**src/rtl/qpht_pkg.sv**
```systemverilog
// Shared types and constants for the quadratic probing hash table.
package qpht_pkg;

	localparam int MAX_SLOTS_DEF = 1024;
	localparam int CFG_W = 11;
	localparam int KEY_W = 31;
	localparam int SLOT_W = 10;
	localparam logic [CFG_W-1:0] TABLE_SIZE_RESET = 11'd1021;

	localparam logic OP_INSERT = 1'b0;
	localparam logic OP_LOOKUP = 1'b1;

	typedef struct packed {
		logic             cmd;
		logic [KEY_W-1:0] key;
	} qpht_req_t;

	typedef struct packed {
		logic              hit;
		logic [SLOT_W-1:0] slot;
	} qpht_rsp_t;

	typedef struct packed {
		logic load;
		logic div_step;
		logic probe_start;
		logic probe_next;
		logic res_set;
		logic res_hit;
		logic out_load;
		logic clr_step;
	} qpht_ctl_t;

	typedef struct packed {
		logic div_last;
		logic key_zero;
		logic match;
		logic more;
		logic clr_last;
	} qpht_sts_t;

endpackage

```
**src/rtl/qpht_ctrl.sv**
```systemverilog
// Controller state machine that sequences clearing, remainder, probing and response.
module qpht_ctrl import qpht_pkg::*; (
	input  logic      clk,
	input  logic      arst_n,
	input  logic      req_valid,
	output logic      req_ready,
	output logic      rsp_valid,
	input  logic      rsp_ready,
	input  qpht_sts_t sts,
	output qpht_ctl_t ctl
);

	localparam logic [2:0] S_CLEAR = 3'd0;
	localparam logic [2:0] S_IDLE  = 3'd1;
	localparam logic [2:0] S_DIV   = 3'd2;
	localparam logic [2:0] S_READ  = 3'd3;
	localparam logic [2:0] S_CHECK = 3'd4;
	localparam logic [2:0] S_DONE  = 3'd5;

	logic [2:0] state_q;
	logic [2:0] state_d;
	logic       out_valid_q;

	assign req_ready = (state_q == S_IDLE);
	assign rsp_valid = out_valid_q;

	always_comb begin
		state_d = state_q;
		ctl = '0;
		unique case (state_q)
			S_CLEAR: begin
				ctl.clr_step = 1'b1;
				if (sts.clr_last) begin
					state_d = S_IDLE;
				end
			end
			S_IDLE: begin
				if (req_valid) begin
					ctl.load = 1'b1;
					state_d = S_DIV;
				end
			end
			S_DIV: begin
				ctl.div_step = 1'b1;
				if (sts.div_last) begin
					if (sts.key_zero) begin
						ctl.res_set = 1'b1;
						state_d = S_DONE;
					end else begin
						state_d = S_READ;
					end
				end
			end
			S_READ: begin
				ctl.probe_start = 1'b1;
				state_d = S_CHECK;
			end
			S_CHECK: begin
				if (sts.match) begin
					ctl.res_set = 1'b1;
					ctl.res_hit = 1'b1;
					state_d = S_DONE;
				end else if (sts.more) begin
					ctl.probe_next = 1'b1;
				end else begin
					ctl.res_set = 1'b1;
					state_d = S_DONE;
				end
			end
			S_DONE: begin
				if (!out_valid_q || rsp_ready) begin
					ctl.out_load = 1'b1;
					state_d = S_IDLE;
				end
			end
			default: begin
				state_d = S_IDLE;
			end
		endcase
	end

	always_ff @(posedge clk or negedge arst_n) begin
		if (!arst_n) begin
			state_q <= S_CLEAR;
			out_valid_q <= 1'b0;
		end else begin
			state_q <= state_d;
			if (ctl.out_load) begin
				out_valid_q <= 1'b1;
			end else if (rsp_ready) begin
				out_valid_q <= 1'b0;
			end
		end
	end

endmodule

```
**config.mk**
```make
export PLATFORM = sky130hd
export DESIGN_NAME = qpht_ctrl
export DESIGN_NICKNAME = d
export VERILOG_FILES = /design/src/rtl/qpht_pkg.sv /design/src/rtl/qpht_ctrl.sv
export SDC_FILE = /design/constraint.sdc
export NUM_CORES = 1
export LEC_CHECK = 0
export ABC_AREA = 1
export BUFFER_PORTS_ARGS = -buffer_cell sky130_fd_sc_hd__clkbuf_2
export CAP_MARGIN = 10
export CORE_AREA = 2 2 39 41
export CTS_CLUSTER_SIZE = 40
export DETAILED_ROUTE_END_ITERATION = 6
export DIE_AREA = 0 0 41 43
export GPL_ROUTABILITY_DRIVEN = 1
export PLACE_DENSITY = 0.47
export SLEW_MARGIN = 10
export SYNTH_ARGS = -nofsm -noshare
export SYNTH_HDL_FRONTEND = slang
export SYNTH_SLANG_ARGS = --single-unit
export TNS_END_PERCENT = 5
```
**constraint.sdc**
```tcl
create_clock -name clk -period 1 [get_ports clk]
set_input_delay 0.2 -clock clk [delete_from_list [all_inputs] [get_ports clk]]
set_output_delay 0.2 -clock clk [all_outputs]
set_load 0.1 [all_outputs]
```
---- Word-level counts from Yosys, hierarchy flattened ----
Index checks and enable logic that the tools add are counted.
word-level totals
  bits in registers ....................... 4
  bits in latches ......................... 0
  bits in writable memories ............... 0
  ROM bits ................................ 0
  input port bits ......................... 9
  logic and storage cells ................. 44
  memories kept ........................... 0
cells by class
  add/subtract/negate cells ............... 0
  $mul .................................... 0
  div/mod/pow operators ................... 0
  magnitude comparators ................... 0
  equal/unequal tests ..................... 10
  shift-type cells ........................ 0
  muxes and demuxes ....................... 27
  bitwise gates (word level) .............. 0
  reduce and logical (&&, ||, !) cells .... 5
operator list
  operator                                                                number
  3-bit 2-to-1 mux                                                        7
  1-bit 2-to-1 mux                                                        18
  3-bit case mux with 6 select lines                                      1
  2-bit != test (second input constant)                                   4
  3-bit by 2-bit equality test with 1-bit output (second input constant)  2
  3-bit equality test (second input constant)                             2
  5-bit AND reduction                                                     1
  3-bit by 1-bit equality test with 1-bit output (second input constant)  1
  3-bit zero test                                                         1
  3-bit != test (second input constant)                                   1
  1-bit case mux with 2 select lines                                      1
  2-bit nonzero test                                                      1
  1-bit zero test                                                         1
  1-bit logical OR                                                        1

---- Logic depth before layout (Yosys ltp) ----
  depth in word-level cells ............... 5
  gate-level depth with buffers ........... 8
  gate-level depth less buffers ........... 8

---- Worst setup path after synthesis ----
No wires, ideal clock.
  path type ............................... flip-flop to output port
  from .................................... register state_q[2]
  to ...................................... output ctl[3] (netlist bit)
  data arrival time ....................... 2856 ps
  required time ........................... 800 ps
  path slack .............................. -2056 ps
  stages on the path, launching flop included .. 6
  path buffers ............................ 0
  cells stage by stage .................... dfrtp_1 > inv_1 > nand3_1 > inv_1 > nand2_1 > o22ai_1
RTL lines
  element                 line             RTL
  start, declared         qpht_ctrl.sv:20  logic [2:0] state_q;
  start signal, assigned  qpht_ctrl.sv:87  state_q <= state_d;
  end, declared           qpht_ctrl.sv:10  output qpht_ctl_t ctl

==> run summary <==
# IOs: 19
Final GP Congestion: 0.753
Layout cells sized above 1: 71.0%
CP Cell Sequence: inv_2 -> nand3_4 -> clkinvlp_4 -> nand2_2 -> o22ai_4 -> buf_12
Period utilization: 152%
Nets@finish: 104
WP data required: 0.80 ns
Clock skew: 0.000713 ns
Largest net degree at the start of global routing: 6
Status: complete, but fails checks
Via density: 4.42
Post-DP Area: 719 µm²
Die X: 41 µm
Core area: 1380 µm²
Failing checks: setup timing
Reg2Reg Depth: 9
Routed WL: 1050 µm
Slew @ Worst Pin: 0.257 ns
Fillers: 137
First DRT Iteration DRCs: 6
Commonest non-fill, non-tap cell in the layout: buf_4
Reg2Reg Setup Slack: -0.31 ns
Yosys top cell area share: 31.4%
Commonest cells after routing, fill and taps aside: buf_4 (16), buf_12 (10), nand2_1 (8), clkbuf_2 (8), inv_2 (7)
ANT cells: 0
Crit path DAT: 1.32 ns
Layout Utilization: 60.8%
Area leader, netlist: dfrtp_1
Cells on Worst Hold Path: 3
Skew-Pair Late Insertion Delay: 0.24 ns
Headroom to the max-slew limit: 82.7%
Post-Syn Area per Cell: 5.91 µm²
Total grt overflow: 0
Startpoint Class: register
Netlist cell types: 13
Setup_tns: -4.85 ns
Critical path type: reg -> out
Drt wl/cell: 9.65 µm
Clock sinks: 4
Area growth syn-to-layout: 164%
Max H-tree Level: 1
Number of global-route vias before repair: 498
Number of CTS-inserted buffers: 3
Via Count: 482
Critical path's slowest cell: dfrtp_2
Final min period: 1.52 ns
CP max stage delay: 0.45 ns
Die footprint: 1760 µm²
CTS Buffer Depth: 2
Die H: 43 µm
Final HPWL DP: 861 µm
DRC Markers: 0
# port buffers: 18
Max-slew violations: 0
Cells after Synth: 54
Initial DRT Pass Iterations: 4
Initial core utilization: 23.1%
RSZ-0062 raised after global routing: yes
Cell Rows: 14
Layout Cells excl Fill: 109
Synth area leaders: dfrtp_1 (31%), inv_1 (14%), nand2_1 (14%)
Crit path max fanout: 5
Final worst slack: -0.517 ns
Synth Warn #: 0
Maximum clock frequency: 0.659 GHz
CTS tree: built
Mapped cell area: 319 µm²
CTS clock-pin slew for the worst setup and hold paths: 0.04 ns
Syn_nets: 63
Hold WC Path Type: in -> reg
CP Capture Type: output port
Root Buffer: clkbuf_4
Placed Cells: 101
Setup-failing EPs final: 14
Max-Cap Viols: 0
Hold Violations, Final: 0
Antenna-violating nets left: 0
GRT Total Usage: 14.6%
Initial antenna violation count: 0
Sequential area share after synthesis: 31.4%
First-pass GRT wire length: 1790 µm
Finished Cell Area: 841 µm²
Synth Register Bits: 4
-- area by class of cell --
class | instances | area (µm²) | area share [%]
clock buffer | 3 | 22.5 | 2.68
inverter | 15 | 62.6 | 7.44
multi-input combinational | 35 | 250 | 29.8
sequential | 4 | 104 | 12.4
tap | 16 | 20.0 | 2.38
timing repair buffer | 36 | 382 | 45.4
-- cells in the mapped netlist --
library cell and count:
nand4_1 1, o22ai_1 1, or2_2 1, nor2_1 6, nand3_1 8, dfrtp_1 4
inv_1 12, nor3_1 1, inv_2 3, nand3b_1 1, nand2_1 12, o21ai_0 1
nor2_2 3
-- flip-flops by register name (all words and copies together), names as in the netlist --
| signal | flops |
|---|---|
| rsp_valid | 1 |
| state_q | 3 |
-- final timing paths --
kind / startpoint / endpoint
hold reg to reg: rsp_valid$_DFFE_PN0P_ / rsp_valid$_DFFE_PN0P_
setup reg to reg: state_q[2]$_DFFE_PN0P_ / state_q[0]$_DFFE_PN0P_
min in group asynchronous: arst_n / state_q[0]$_DFFE_PN0P_
hold / removal: rsp_ready / rsp_valid$_DFFE_PN0P_
max in group asynchronous: arst_n / state_q[1]$_DFFE_PN0P_
setup / recovery: state_q[2]$_DFFE_PN0P_ / ctl[3]
-- routing by layer --
layer	wire length, µm	part of all wire (%)	global-route usage, %
met2	520	49	23.1
met1	442	42	18.2
met5	0	0	0
met3	53	5.0	0
met4	36	3.4	10.0
-- worst max-delay path, delay by kind of cell, from the launching register on --
kind,cells,cell delay (ns)
DFF,1,0.45
AOI/OAI and AO/OA,1,0.12
and+or+nand+nor,2,0.14
buffers and inverters,3,0.36
-- cells by family after synthesis --
kind of cell	after synthesis	share of synthesized area, %
compound gates	2	3.53
buf+inv	15	17.6
flops	4	31.4
simple gates	33	47.5
-- per-stage QoR --
stage / hold slack (ns) / setup slack [ns]
4_1_cts: 0.265 / -0.539
3_5_place_dp: 0.0118 / -0.373
5_1_grt: 0.305 / -0.577
6_report: 0.271 / -0.517
3_3_place_gp: 0.00851 / -0.343
2_1_floorplan: -0.0956 / -0.871
-- repair_timing --
action / 4_1_cts / 5_1_grt
resized for setup: 15 / 5
hold buffers: 1 / 0
buffers inserted: 3 / 1
endpoints found under the hold margin: 4 / 0
endpoints found under the setup margin: 14 / 14
pin swaps: 6 / 3
Power is not shown: default switching activity piles up to over one toggle a cycle in this logic, so the estimate is an artifact.
